`config.mk`:
```
export PLATFORM = sky130hd
export DESIGN_NAME = mf3x3_median
export DESIGN_NICKNAME = d
export VERILOG_FILES = /design/src/sv/median_filter_3x3_assert.svh /design/src/sv/mf3x3_pkg.sv /design/src/sv/mf3x3_median.sv
export SDC_FILE = /design/constraint.sdc
export NUM_CORES = 1
export LEC_CHECK = 0
export BUFFER_PORTS_ARGS = -buffer_cell sky130_fd_sc_hd__buf_2
export CORE_ASPECT_RATIO = 1.4
export CORE_MARGIN = 5
export CORE_UTILIZATION = 56
export DETAILED_ROUTE_END_ITERATION = 16
export PLACE_DENSITY = 0.8
export SETUP_SLACK_MARGIN = 0.15
export SLEW_MARGIN = 20
export SYNTH_ARGS = -nofsm -noshare
export SYNTH_HDL_FRONTEND = slang
export SYNTH_SLANG_ARGS = --single-unit
export TNS_END_PERCENT = 100
```
`constraint.sdc`:
```
create_clock -name vclk -period 15.49
set_input_delay 0 -clock vclk [all_inputs]
set_output_delay 0 -clock vclk [all_outputs]
set_load 0.05 [all_outputs]
```
`src/sv/median_filter_3x3_assert.svh`:
```
// Assertion macros shared by the median filter RTL.
`ifndef MEDIAN_FILTER_3X3_ASSERT_SVH
`define MEDIAN_FILTER_3X3_ASSERT_SVH

`ifndef NO_ASSERTIONS
// Condition that must hold at every clock edge outside reset.
`define MF3X3_ASSERT(label, cond) \
  label: assert property (@(posedge clk) disable iff (rst) (cond)) \
    else $error("median filter assertion failed");
// Consequent must hold in the same cycle as the antecedent.
`define MF3X3_ASSERT_NOW(label, ante, cons) \
  label: assert property (@(posedge clk) disable iff (rst) (ante) |-> (cons)) \
    else $error("median filter assertion failed");
// Consequent must hold in the cycle after the antecedent.
`define MF3X3_ASSERT_NEXT(label, ante, cons) \
  label: assert property (@(posedge clk) disable iff (rst) (ante) |=> (cons)) \
    else $error("median filter assertion failed");
`else
`define MF3X3_ASSERT(label, cond)
`define MF3X3_ASSERT_NOW(label, ante, cons)
`define MF3X3_ASSERT_NEXT(label, ante, cons)
`endif

`endif

```
`src/sv/mf3x3_pkg.sv`:
```
// Shared constants and types of the 3x3 median filter.
package mf3x3_pkg;

  localparam int DEFAULT_MAX_WIDTH  = 1024;
  localparam int DEFAULT_MAX_HEIGHT = 4096;

  localparam int PIX_W   = 8;
  localparam int CFG_W_W = 11;
  localparam int CFG_H_W = 13;
  localparam int ADDR_W  = 3;
  localparam int DATA_W  = 32;

  localparam logic [CFG_W_W-1:0] RESET_WIDTH  = CFG_W_W'(640);
  localparam logic [CFG_H_W-1:0] RESET_HEIGHT = CFG_H_W'(480);

  typedef enum logic {
    REG_IMAGE_WIDTH  = 1'b0,
    REG_IMAGE_HEIGHT = 1'b1
  } reg_idx_t;

  // Load command from the window stage into the result buffer.
  typedef struct packed {
    logic load;
    logic pair;
  } rbuf_load_t;

endpackage

```
`src/sv/mf3x3_median.sv`:
```
// Nine-input median selection network built from compare-exchange cells.
module mf3x3_median (
  input  logic [mf3x3_pkg::PIX_W-1:0] taps [9],
  output logic [mf3x3_pkg::PIX_W-1:0] med
);

  localparam int PW = mf3x3_pkg::PIX_W;

  // Returns {larger, smaller}.
  function automatic logic [2*PW-1:0] cas(input logic [PW-1:0] a, input logic [PW-1:0] b);
    cas = (a > b) ? {a, b} : {b, a};
  endfunction

  always_comb begin
    logic [PW-1:0] p [9];
    p = taps;
    {p[2], p[1]} = cas(p[1], p[2]);
    {p[5], p[4]} = cas(p[4], p[5]);
    {p[8], p[7]} = cas(p[7], p[8]);
    {p[1], p[0]} = cas(p[0], p[1]);
    {p[4], p[3]} = cas(p[3], p[4]);
    {p[7], p[6]} = cas(p[6], p[7]);
    {p[2], p[1]} = cas(p[1], p[2]);
    {p[5], p[4]} = cas(p[4], p[5]);
    {p[8], p[7]} = cas(p[7], p[8]);
    {p[3], p[0]} = cas(p[0], p[3]);
    {p[8], p[5]} = cas(p[5], p[8]);
    {p[7], p[4]} = cas(p[4], p[7]);
    {p[6], p[3]} = cas(p[3], p[6]);
    {p[4], p[1]} = cas(p[1], p[4]);
    {p[5], p[2]} = cas(p[2], p[5]);
    {p[7], p[4]} = cas(p[4], p[7]);
    {p[2], p[4]} = cas(p[4], p[2]);
    {p[4], p[6]} = cas(p[6], p[4]);
    {p[2], p[4]} = cas(p[4], p[2]);
    med = p[4];
  end

endmodule

```
==> summary.md <==
| Metric | Value |
|---|---|
| Status | `completed` |
| M1 GR Usage | `0.312` |
| Critical path fanouts, max | `13` |
| Final nets | `1364` |
| IO Port Bufs | `80` |
| Post-DP HPWL | `18300 µm` |
| Vias in the first global route | `7643` |
| Max-cap viol count | `0` |
| Ant. Diodes | `0` |
| Final Worst Setup Slack | `788 ps` |
| Gr ovfl total | `0` |
| Cells after Synth | `1033` |
| Antenna-violating nets left | `0` |
| Pre-CTS worst setup slack | `-182 ps` |
| Synthesis-to-finish area growth | `19.3%` |
| Worst path slowest cell | `or4_4` |
| Syn Area/Cell | `6.79 µm²` |
| WS Path Type | `in -> out` |
| First-pass GRT wire length | `34900 µm` |
| Die area | `14900 µm²` |
| Net Count, Synth | `1252` |
| Rows | `48` |
| Most common cell after layout, fill and taps aside | `ha_1` |
| Final setup fails | `0` |
| Final Hold Fails | `0` |
| Max Slew Vio Count | `0` |
| Netlist cell types | `69` |
| Period utilisation layout | `0.949` |
| Iter 0 DRT Violations | `670` |
| Filler cells | `1081` |
| Register area share after synthesis | `0` |
| Largest area contributor in the netlist | `ha_1` |
| Hold Crit Class | `in -> out` |
| Initial core utilization | `0.570` |
| CTS Hold Bufs | `0` |
| Pre-antenna DRT Iters | `6` |
| CP startpoint kind | `primary input` |
| Synth Warn # | `0` |
| Detailed Route WL | `22100 µm` |
| Fraction of layout cells with a size suffix above 1 | `0.224` |
| CP max stage delay | `550 ps` |
| Die Span Y | `142 µm` |
| Min Clock Period, post-route | `14700 ps` |
| Initial antenna violation count | `0` |
| M2 GR Usage | `0.505` |
| Seq cells | `0` |
| Reg area | `0 µm²` |
| GRT Max-Usage Layer | `met2` |
| I/O pin cnt | `80` |
| Post-Syn Area | `7010 µm²` |
| Vias per std cell | `6.39` |
| Clkbuf count | `0` |
| Slew @ Worst Pin | `1020 ps` |
| Largest net degree at the start of global routing | `31` |
| Total track usage | `0.273` |
| Via Count | `8257` |
| Most frequent cells in the layout | `ha_1 (147), inv_1 (93), nor2_1 (88)` |
| Routed WL per cell | `17.1 µm` |
| Worst Path Arrival | `14700 ps` |
| Most common cell on crit path | `ha_1` |
| Top cells by area, synth | `ha_1 (26%), mux2i_1 (8.6%), a21oi_1 (7.5%)` |
| Unrepaired setup endpoints after global routing | `yes` |
| DR DRC count | `0` |
| Gpl congestion | `1.04` |
| Met3 Use GR | `0.0232` |
| Core area | `12300 µm²` |
| Chip Width | `105 µm` |
| Share of the synthesized area in the top cell type | `0.262` |
| Crit. End Element | `primary output` |
| Slew headroom | `0.317` |
| Fmax | `0.0680 GHz` |
| CP Data Required Time | `15490 ps` |
## cell families after synthesis
logic type | share of synthesized area
AO/OA/AOI/OAI | 0.301
AND/OR/NAND/NOR | 0.227
adder cells (fa/ha/maj) | 0.264
buffers and inverters | 0.0715
multiplexers | 0.135
XOR/XNOR | 0.00250
## critical path, delay by kind of cell
family	cells	cell delay [ps]
xor gates and xnor gates	1	160
AOI/OAI and AO/OA	35	5910
and+or+nand+nor	21	3630
adders and majority gates	8	2430
buffers and inverters	11	1620
muxes	3	890
## per-layer routing
metal  share of wire  wire length [µm]  up-vias
met3           0.058              1270       82
met5               0                 0        -
li1                -                 -     4027
met4           0.063              1390        0
met2            0.50             11000      335
met1            0.38              8450     3813
## path summary, 6_finish.rpt
path | from | endpoint | slack (ps) | cells past startpoint
hold / removal | taps[18] | med[2] | 820 | 8
setup / recovery | taps[1] | med[2] | 790 | 79
## metrics by stage
step	setup TNS (ps)	utilization	hold slack (ps)	std cells	cell area [µm²]
2_1_floorplan	0	-	672	1033	7080
3_3_place_gp	0	0.634	877	1263	7800
3_5_place_dp	-458	0.634	871	1263	7800
4_1_cts	0	0.637	878	1263	7840
5_1_grt	-96.4	0.680	900	1293	8370
6_report	0	0.680	820	1293	8370
## cell usage after synthesis (3+ instances only)
| cell | n |
|---|---|
| ha_1 | 147 |
| a21oi_1 | 105 |
| inv_1 | 93 |
| nor2_1 | 89 |
| o21ai_0 | 86 |
| nand2_1 | 76 |
| mux2i_1 | 60 |
| nand3_1 | 50 |
| o21a_1 | 34 |
| mux2_2 | 24 |
| clkbuf_1 | 23 |
| a21o_1 | 20 |
| nand2b_1 | 20 |
| nor2b_1 | 19 |
| nor3_1 | 15 |
| and3_1 | 14 |
| and2_1 | 11 |
| nand4_1 | 11 |
| o211ai_1 | 10 |
| or2_2 | 10 |
| o31ai_1 | 9 |
| a21boi_0 | 7 |
| a31oi_1 | 7 |
| buf_1 | 6 |
| o311ai_0 | 6 |
| buf_2 | 5 |
| o31a_1 | 5 |
| o211a_1 | 4 |
| o21ai_1 | 4 |
| o21bai_1 | 4 |
| and4_1 | 3 |
| nor2_2 | 3 |
| o2111ai_1 | 3 |
| or3_1 | 3 |
## final cells by class
class	count	area, µm²	area share
Timing Repair Buffer	143	941	0.112
Tap cell	150	188	0.0224
Multi-Input combinational cell	906	6890	0.823
Inverter	94	353	0.0422
## what timing repair did
item                                   CTS  global route
setup endpoints to repair                8             8
gates cloned                             0             4
setup buffers                            0            26
pin swaps                                0            12
gates resized for setup                  8            90
endpoints found under the hold margin    0             0
Power is not shown: default switching activity piles up to over one toggle a cycle in this logic, so the estimate is an artifact.
