**config.mk**
```make
export PLATFORM = sky130hd
export DESIGN_NAME = mf3x3_rbuf
export DESIGN_NICKNAME = d
export VERILOG_FILES = /design/src/sv/median_filter_3x3_assert.svh /design/src/sv/mf3x3_pkg.sv /design/src/sv/mf3x3_rbuf.sv
export SDC_FILE = /design/constraint.sdc
export NUM_CORES = 1
export LEC_CHECK = 0
export ABC_AREA = 1
export BUFFER_PORTS_ARGS = -buffer_cell sky130_fd_sc_hd__buf_2
export CAP_MARGIN = 15
export CORE_ASPECT_RATIO = 1.1
export CORE_MARGIN = 8
export CORE_UTILIZATION = 30
export DETAILED_ROUTE_END_ITERATION = 10
export SLEW_MARGIN = 20
export SYNTH_ARGS = -nofsm -noshare
export SYNTH_HDL_FRONTEND = slang
export SYNTH_SLANG_ARGS = --single-unit
```
**constraint.sdc**
```tcl
create_clock -name clk -period 1.5 [get_ports clk]
set_input_delay 0.075 -clock clk [delete_from_list [all_inputs] [get_ports clk]]
set_output_delay 0.075 -clock clk [all_outputs]
set_load 0.005 [all_outputs]
```
**src/sv/median_filter_3x3_assert.svh**
```systemverilog
// Assertion macros shared by the median filter RTL.
`ifndef MEDIAN_FILTER_3X3_ASSERT_SVH
`define MEDIAN_FILTER_3X3_ASSERT_SVH

`ifndef NO_ASSERTIONS
// Condition that must hold at every clock edge outside reset.
`define MF3X3_ASSERT(label, cond) \
  label: assert property (@(posedge clk) disable iff (rst) (cond)) \
    else $error("median filter assertion failed");
// Consequent must hold in the same cycle as the antecedent.
`define MF3X3_ASSERT_NOW(label, ante, cons) \
  label: assert property (@(posedge clk) disable iff (rst) (ante) |-> (cons)) \
    else $error("median filter assertion failed");
// Consequent must hold in the cycle after the antecedent.
`define MF3X3_ASSERT_NEXT(label, ante, cons) \
  label: assert property (@(posedge clk) disable iff (rst) (ante) |=> (cons)) \
    else $error("median filter assertion failed");
`else
`define MF3X3_ASSERT(label, cond)
`define MF3X3_ASSERT_NOW(label, ante, cons)
`define MF3X3_ASSERT_NEXT(label, ante, cons)
`endif

`endif

```
**src/sv/mf3x3_pkg.sv**
```systemverilog
// Shared constants and types of the 3x3 median filter.
package mf3x3_pkg;

  localparam int DEFAULT_MAX_WIDTH  = 1024;
  localparam int DEFAULT_MAX_HEIGHT = 4096;

  localparam int PIX_W   = 8;
  localparam int CFG_W_W = 11;
  localparam int CFG_H_W = 13;
  localparam int ADDR_W  = 3;
  localparam int DATA_W  = 32;

  localparam logic [CFG_W_W-1:0] RESET_WIDTH  = CFG_W_W'(640);
  localparam logic [CFG_H_W-1:0] RESET_HEIGHT = CFG_H_W'(480);

  typedef enum logic {
    REG_IMAGE_WIDTH  = 1'b0,
    REG_IMAGE_HEIGHT = 1'b1
  } reg_idx_t;

  // Load command from the window stage into the result buffer.
  typedef struct packed {
    logic load;
    logic pair;
  } rbuf_load_t;

endpackage

```
**src/sv/mf3x3_rbuf.sv**
```systemverilog
// Two-entry result buffer that holds all results of one pixel.
module mf3x3_rbuf #(
  parameter int W = 31
) (
  input  logic                  clk,
  input  logic                  rst,
  input  mf3x3_pkg::rbuf_load_t ctl,
  input  logic [W-1:0]          r0,
  input  logic [W-1:0]          r1,
  output logic                  can_load,
  output logic                  valid,
  input  logic                  stall,
  output logic [W-1:0]          data
);

  logic [1:0]   count;
  logic [W-1:0] e0;
  logic [W-1:0] e1;
  logic         take;

  assign valid    = (count != 2'd0);
  assign take     = valid && !stall;
  assign can_load = (count == 2'd0) || ((count == 2'd1) && take);
  assign data     = e0;

  always_ff @(posedge clk) begin
    if (rst) begin
      count <= 2'd0;
    end else if (ctl.load) begin
      count <= ctl.pair ? 2'd2 : 2'd1;
    end else if (take) begin
      count <= count - 2'd1;
    end
  end

  always_ff @(posedge clk) begin
    if (ctl.load) begin
      e0 <= r0;
      e1 <= r1;
    end else if (take) begin
      e0 <= e1;
    end
  end

endmodule

```
==> results of run 1 <==
## stage by stage
stage / hold slack [ps] / instances / power, mW / worst slack (ps)
after detailed placement: 253 / 397 / 2.66 / 107
after CTS: 0.425 / 452 / 4.19 / 94.2
after global routing: 7.05 / 452 / 4.34 / 0.331
after global placement: 252 / 397 / 2.65 / 141
final: 17.3 / 452 / 4.13 / 110
after floorplan: 174 / 189 / 2.41 / 120
## layout make-up
cell class / count / area, um^2
clock buffers: 9 / 124
clock inverters: 7 / 71.3
fillers: 816 / 4550
inverters: 6 / 30.0
multi-input cells: 112 / 478
flip-flops and latches: 64 / 1900
well taps: 111 / 139
repair buffers: 143 / 940
## kinds of logic (layout without fill, tap and decap cells)
| family | count (synthesis) | count (layout) | synth area share [%] |
|---|---|---|---|
| simple gates | 108 | 108 | 17.6 |
| fa+ha+maj | 2 | 2 | 1.01 |
| compound gates | 2 | 2 | 0.402 |
| flops | 64 | 64 | 76.5 |
| buf+inv | 13 | 165 | 4.43 |
## flip-flops by register name, indices dropped and copies added, names as in the netlist
name / flops
data: 31
count: 2
e1: 31
## power groups by stage
stage                     clock network [mW]  registers [mW]  logic (mW)
final                                   1.44            2.19       0.491
after global placement                     0            2.23       0.416
after CTS                               1.49            2.20       0.502
after floorplan                            0            2.25       0.166
after detailed placement                   0            2.24       0.422
after global routing                    1.58            2.21       0.553
## worst register-to-register path: cells and delay by family, from the launching register on
kind / cells / cell delay, ps
buffers and inverters: 3 / 320
adder cells (fa/ha/maj): 1 / 210
AND/OR/NAND/NOR: 2 / 190
flip-flops: 1 / 380
## path summary, 6_finish.rpt
path | start | to | depth (start not counted)
hold / removal | r0[23] | data[23] | 3
setup / recovery | count[0] | data[28] | 6
hold reg to reg | e1[8] | data[8] | 2
setup reg to reg | count[0] | data[28] | 6
## timing repair
item | in CTS | in global routing
endpoints found under the setup margin | 0 | 4
buffers inserted | 0 | 0
endpoints found under the hold margin | 40 | 0
gates resized for setup | 0 | 1
hold buffers | 39 | 0
## cell usage after synthesis
cell	number	area (um^2)
buf_12	1	20.0
nand3_1	2	10.0
nand2_1	88	330
dfxtp_1	2	40.0
edfxtp_1	62	1860
nor2_1	6	22.5
inv_8	1	11.3
buf_4	2	15.0
nand2_2	12	75.1
ha_1	2	25.0
inv_1	5	18.8
o21ai_1	1	5.00
a21oi_1	1	5.00
buf_6	4	45.0
## metal layers
metal | vias up | part of all wire (%) | routed length [um] | global-route usage [%]
met5 | - | 0 | 0 | 0
met4 | 0 | 1.4 | 81 | 4.35
met3 | 4 | 7.3 | 429 | 4.06
met2 | 57 | 55 | 3230 | 19.0
met1 | 806 | 36 | 2110 | 10.9
li1 | 920 | - | - | -
==> flow_summary.toml, run 1 <==
[timing]
finalHoldViolations = 0
setup-tns-final_ps = 0
setup_viol = 0
period_share_pct = 92.7
fin_crit_ps = 1390
slew_headroom_pct = 74.3
fmax_ghz = 0.719
max_slew.worst_pin.slew_ps = 386
finalMaxSlewViolations = 0
clock_skew_ps = 6.01
grt_setup_unrepaired = "false"

[power_and_ir_drop]
p_leak_nw = 1.67
clockPowerShare_pct = 34.9
max-vdd-ir-drop_mv = 0.506
power_switching_uw = 952
combPwrFrac_pct = 11.9
p_per_area_nw_per_um2 = 1120
swShare_pct = 23.1
seq_power_share_pct = 53.2
p_int_mw = 3.17

[setup_path]
slowest_stage = "dfxtp_1"
start_kind = "flop"
crit_type = "flop to flop"
path_delay_family = "flip-flops"
crit_fanout = 21
path_buf_inv = 3
cp-end-kind = "flop"
cpMostUsedCell = "inv_1"
r2r_slack_ps = 110
required_ps = 1530
arrival_ps = 1420
slowest_delay_ps = 380
cp_cell_sequence = "inv_1, ha_1, inv_1, nand2_1, nand2_4, buf_12"

[min_path]
min_path_type = "input pin to flop"

[cells_and_area]
final_common_cell = "buf_2"
fin_util_pct = 44.7
final_nets = 405
layout_common_cells = "buf_2, nand2_1, edfxtp_1"
drive_above_1_share_pct = 38.7
stdcell_area_um2 = 3680
area_delta_synth_final_pct = 48.2
antennaDiodeCount = 0

[cts]
clock-sinks = 64
clk_pin_slew_ps = 70
htree_levels = 3
clock_path_buffers = 2
cts_tree = "done"
clk_latency_ps = 330
cts_buffers = 9
clk_root_buffer_cell = "clkbuf_8"

[logic_synthesis]
syn_area_um2 = 2480
synthCells = 189
avgSynthCellArea_um2 = 13.1
yosysSeqAreaShare_pct = 76.5
synth-seq-cells = 64
yosysWarnings = 0
synth.net_count = 258
synth_cell_types = 14

[floorplan]
ios = 100
start_util_pct = 30.2
dieArea_um2 = 11500
core_um2 = 8230
die_w_um = 103
die_y_um = 111
num_rows = 35

[placement]
post-dp-hpwl_mm = 4.13
dpl-instance-area_um2 = 3090
gp_congestion = 0.757
io_buffers = 99

[detailed_routing]
post_drt_wl_per_cell_um = 13.0
drt_iter0_drc = 81
ant_nets = 0
drc = 0
drt-total-wl_mm = 5.85
vias = 1787
dr.pass1.iters = 4
vias_per_cell = 3.95

[status]
status = "completed"

[grt]
grt_pass1_wl_mm = 9.18
grt_pass1_vias = 1897
grt-ovfl-total = 0
grt_antenna_before_repair = 0
track_usage_pct = 10.7
grt_max_degree = 35

[run]
drv_cap = 0
(Power assumes the default switching activity.)
==> run 2: changes to the inputs <==
Settings changed: RECOVER_POWER from default to 50, SETUP_SLACK_MARGIN from default to 0.5.
==> flow_summary.toml, run 2 (synthesis gave the netlist of run 1 again) <==
[status]
status = "completed"

[floorplan]
ios = 100
start_util_pct = 30.2
die_w_um = 103
dieArea_um2 = 11500
core_um2 = 8230
num_rows = 35
die_y_um = 111

[detailed_routing]
drc = 0
dr.pass1.iters = 6
vias_per_cell = 3.97
drt_iter0_drc = 99
post_drt_wl_per_cell_um = 13.0
drt-total-wl_mm = 5.90
vias = 1803
ant_nets = 0

[cts]
clk_root_buffer_cell = "clkbuf_8"
cts_tree = "done"
clk_pin_slew_ps = 70
htree_levels = 3
clk_latency_ps = 330
clock_path_buffers = 2
clock-sinks = 64
cts_buffers = 9

[timing]
fin_crit_ps = 1190
max_slew.worst_pin.slew_ps = 827
setup_viol = 0
period_share_pct = 79.6
clock_skew_ps = 7.71
finalMaxSlewViolations = 0
finalHoldViolations = 0
fmax_ghz = 0.837
slew_headroom_pct = 44.9
setup-tns-final_ps = 0
grt_setup_unrepaired = "true"

[cells_and_area]
final_common_cell = "buf_2"
layout_common_cells = "buf_2, nand2_1, edfxtp_1"
area_delta_synth_final_pct = 51.2
final_nets = 407
fin_util_pct = 45.6
drive_above_1_share_pct = 40.2
antennaDiodeCount = 0

[setup_path]
arrival_ps = 1230
slowest_stage = "dfxtp_2"
required_ps = 1530
cp_cell_sequence = "inv_2, ha_4, inv_4, nand2_4, nand2_8"
crit_fanout = 16
slowest_delay_ps = 350
path_buf_inv = 2
crit_type = "flop to flop"
cp-end-kind = "flop"
start_kind = "flop"
path_delay_family = "flip-flops"

[run]
drv_cap = 0

[grt]
grt_max_degree = 40
grt_antenna_before_repair = 0
grt_pass1_wl_mm = 9.06
grt_pass1_vias = 1899
grt-ovfl-total = 0
track_usage_pct = 10.4

[power_and_ir_drop]
p_leak_nw = 1.68
p_per_area_nw_per_um2 = 1140
max-vdd-ir-drop_mv = 0.423

[placement]
gp_congestion = 0.714
post-dp-hpwl_mm = 3.95
io_buffers = 99

[min_path]
min_path_type = "input pin to flop"
==> run 2: changes by cell type in the layout (fill, tap and decap cells not counted), moves of 2 or more <==
cell | previous run | this run
clkbuf_2 | 0 | 2
nand2_1 | 88 | 86
dfxtp_2 | 0 | 2
inv_4 | 0 | 2
inv_1 | 5 | 2
clkbuf_1 | 0 | 4
dfxtp_1 | 2 | 0
ha_1 | 2 | 0
buf_2 | 99 | 95
nand2_8 | 0 | 2
==> run 2: area by class of cell <==
class / instances / area [um^2]
fill: 818 / 4480
sequential: 64 / 1900
timing repair buffer: 143 / 923
multi-input combinational: 114 / 543
tap: 111 / 139
clock buffer: 11 / 131
clock inverter: 5 / 81.3
inverter: 6 / 35.0
==> run 2: final timing paths <==
kind / from / to / slack, ps / depth (start not counted)
max reg2reg: count[0] / data[29] / 310 / 5
max: count[0] / data[29] / 310 / 5
min reg2reg: e1[6] / data[6] / 500 / 2
min: r0[2] / data[2] / 20 / 3
==> run 2: per-layer routing <==
| layer | wire (um) | share of wire [%] | global-route usage, % | vias to the layer above |
|---|---|---|---|---|
| li1 | - | - | - | 928 |
| met1 | 2260 | 38 | 10.7 | 820 |
| met2 | 3130 | 53 | 18.1 | 53 |
| met3 | 446 | 7.6 | 4.06 | 2 |
| met4 | 55 | 0.93 | 4.64 | 0 |
| met5 | 0 | 0 | 0 | - |
==> run 2: where the power goes <==
group          switching, mW  internal (mW)
Combinational          0.256          0.266
Sequential            0.0448           2.15
Clock                  0.640          0.937
==> run 2: worst reg2reg max path, delay by kind of cell, from the launching register on <==
family | cells | cell delay [ps]
fa+ha+maj | 1 | 160
buf+inv | 2 | 110
flops | 1 | 350
simple gates | 2 | 280
==> run 2: per-stage QoR <==
stage | cells | area (um^2) | power, mW | setup WS, ps | hold WS, ps
after global placement | 395 | 3100 | 2.65 | 292 | 252
final | 454 | 3760 | 4.30 | 306 | 18.2
after global routing | 454 | 3760 | 4.51 | 208 | 5.13
after floorplan | 189 | 2520 | 2.43 | 357 | 174
after detailed placement | 395 | 3100 | 2.66 | 266 | 253
after CTS | 453 | 3740 | 4.36 | 292 | 0.756
==> run 2: what timing repair did <==
item,CTS,global route
resized for setup,2,4
endpoints found under the hold margin,40,1
pin swaps,1,2
setup buffers,1,0
hold buffers,39,1
cloned,2,0
setup endpoints to repair,34,35
==> run 3: changes to the inputs <==
Clock period 1.5 ns to 1.2 ns, I/O delays scaled along.
==> flow_summary.toml, run 3 (synthesis gave the netlist of run 1 again) <==
[floorplan]
num_rows = 35
die_y_um = 111
dieArea_um2 = 11500
ios = 100
core_um2 = 8230
die_w_um = 103
start_util_pct = 30.2

[power_and_ir_drop]
swShare_pct = 23.6
p_leak_nw = 1.73
power_switching_mw = 1.16
clockPowerShare_pct = 29.8
p_per_area_nw_per_um2 = 1280
seq_power_share_pct = 55.6
p_int_mw = 3.77
max-vdd-ir-drop_mv = 0.683
combPwrFrac_pct = 14.5

[placement]
gp_congestion = 0.699
post-dp-hpwl_mm = 3.84
pre_cts_slack_ps = -1.67
io_buffers = 99

[timing]
clock_skew_ps = 6.88
fmax_ghz = 0.803
slew_headroom_pct = 47.3
grt_setup_unrepaired = "true"
period_share_pct = 104
hold_slack_ps = -2.98
setup_slack_ps = -45.9
max_slew.worst_pin.slew_ps = 790
finalMaxSlewViolations = 0
fin_crit_ps = 1250
finalHoldViolations = 1
setup_viol = 1

[cts]
clk_latency_ps = 340
clk_pin_slew_ps = 60
clock_path_buffers = 2
postCtsHoldBufs = 48
clock-sinks = 64
cts_buffers = 9
htree_levels = 3
clk_root_buffer_cell = "clkbuf_8"
cts_tree = "done"

[cells_and_area]
final_common_cell = "buf_2"
final_nets = 417
area_delta_synth_final_pct = 54.9
layout_common_cells = "buf_2, nand2_1, edfxtp_1"
antennaDiodeCount = 0
drive_above_1_share_pct = 40.2
num-fill-cells = 795

[setup_path]
crit_type = "flop to output port"
crit_fanout = 2
arrival_ps = 1190
path_buf_inv = 3
path_delay_family = "flip-flops"
slowest_stage = "dfxtp_2"
cp_cell_sequence = "inv_2, buf_6, ha_4, nand2_2, nand2_1, buf_2"
cp-end-kind = "output port"
required_ps = 1140
slowest_delay_ps = 320
start_kind = "flop"

[grt]
track_usage_pct = 11.2
grt_pass1_wl_mm = 9.47
grt_pass1_vias = 1932
grt_antenna_before_repair = 0
grt-ovfl-total = 0
grt_max_degree = 67

[detailed_routing]
post_drt_wl_per_cell_um = 13.4
vias_per_cell = 4.00
ant_nets = 0
dr.pass1.iters = 4
drc = 0
vias = 1847
drt-total-wl_mm = 6.20
drt_iter0_drc = 48

[min_path]
min_path_type = "input pin to flop"

[status]
status = "finished with violations"
violations = "negative hold slack, negative setup slack"

[run]
drv_cap = 0
## run 3: changes by cell type in the layout (fill, tap and decap cells not counted), sizes merged
cell	delta
buf	+3
bufinv	-2
clkbuf	-4
clkinv	+2
dlygate4sd3	+7
dlymetal6s4s	+1
nand2	+1
## run 3: metrics by stage
step	setup TNS [ps]	utilization (%)	power [mW]	area, um^2	cells
after global placement	0	38.1	3.33	3140	397
after floorplan	0	-	3.04	2530	189
after global routing	-723	46.7	5.18	3850	462
final	-45.9	46.7	4.94	3850	462
after detailed placement	-13.8	38.1	3.35	3140	397
after CTS	-66.1	46.6	5.00	3830	461
## run 3: tightest hold or removal path, delay by kind of cell
kind	cells	cell delay (ps)
buf+inv	1	100
simple gates	2	80
compound gates	1	60
## run 3: final timing paths
check | start | cells past startpoint | end | slack (ps)
setup reg to reg | count[0] | 5 | data[5] | 10
setup / recovery | count[1] | 6 | can_load | -50
hold / removal | ctl[0] | 4 | count[0] | -3
hold reg to reg | e1[24] | 2 | data[24] | 520
## run 3: area by class of cell
| class | count | area [um^2] | share of cell area (%) |
|---|---|---|---|
| multi-input combinational | 115 | 582 | 15.1 |
| clock inverter | 5 | 26.3 | 0.683 |
| sequential | 64 | 1900 | 49.5 |
| tap | 111 | 139 | 3.61 |
| clock buffer | 9 | 124 | 3.22 |
| timing repair buffer | 152 | 1040 | 27.0 |
| inverter | 6 | 32.5 | 0.845 |
## run 3: routing by layer
metal,GRT usage [%],vias to the layer above,wire (um)
met2,19.4,55,3320
met4,7.05,0,177
met5,0,-,0
met1,11.0,830,2320
met3,3.62,13,385
li1,-,949,-
## run 3: power by group through the flow
stage	clock network [mW]	logic [mW]	registers, mW
after detailed placement	0	0.550	2.80
after CTS	1.54	0.714	2.75
after global routing	1.62	0.794	2.77
after floorplan	0	0.233	2.81
after global placement	0	0.538	2.79
final	1.47	0.718	2.75
## run 3: what timing repair did
item | CTS | global route
endpoints found under the setup margin | 97 | 97
pin swaps | 9 | 6
hold endpoints to repair | 63 | 4
gates resized for setup | 8 | 3
gates cloned | 2 | 1
buffers inserted | 0 | 0
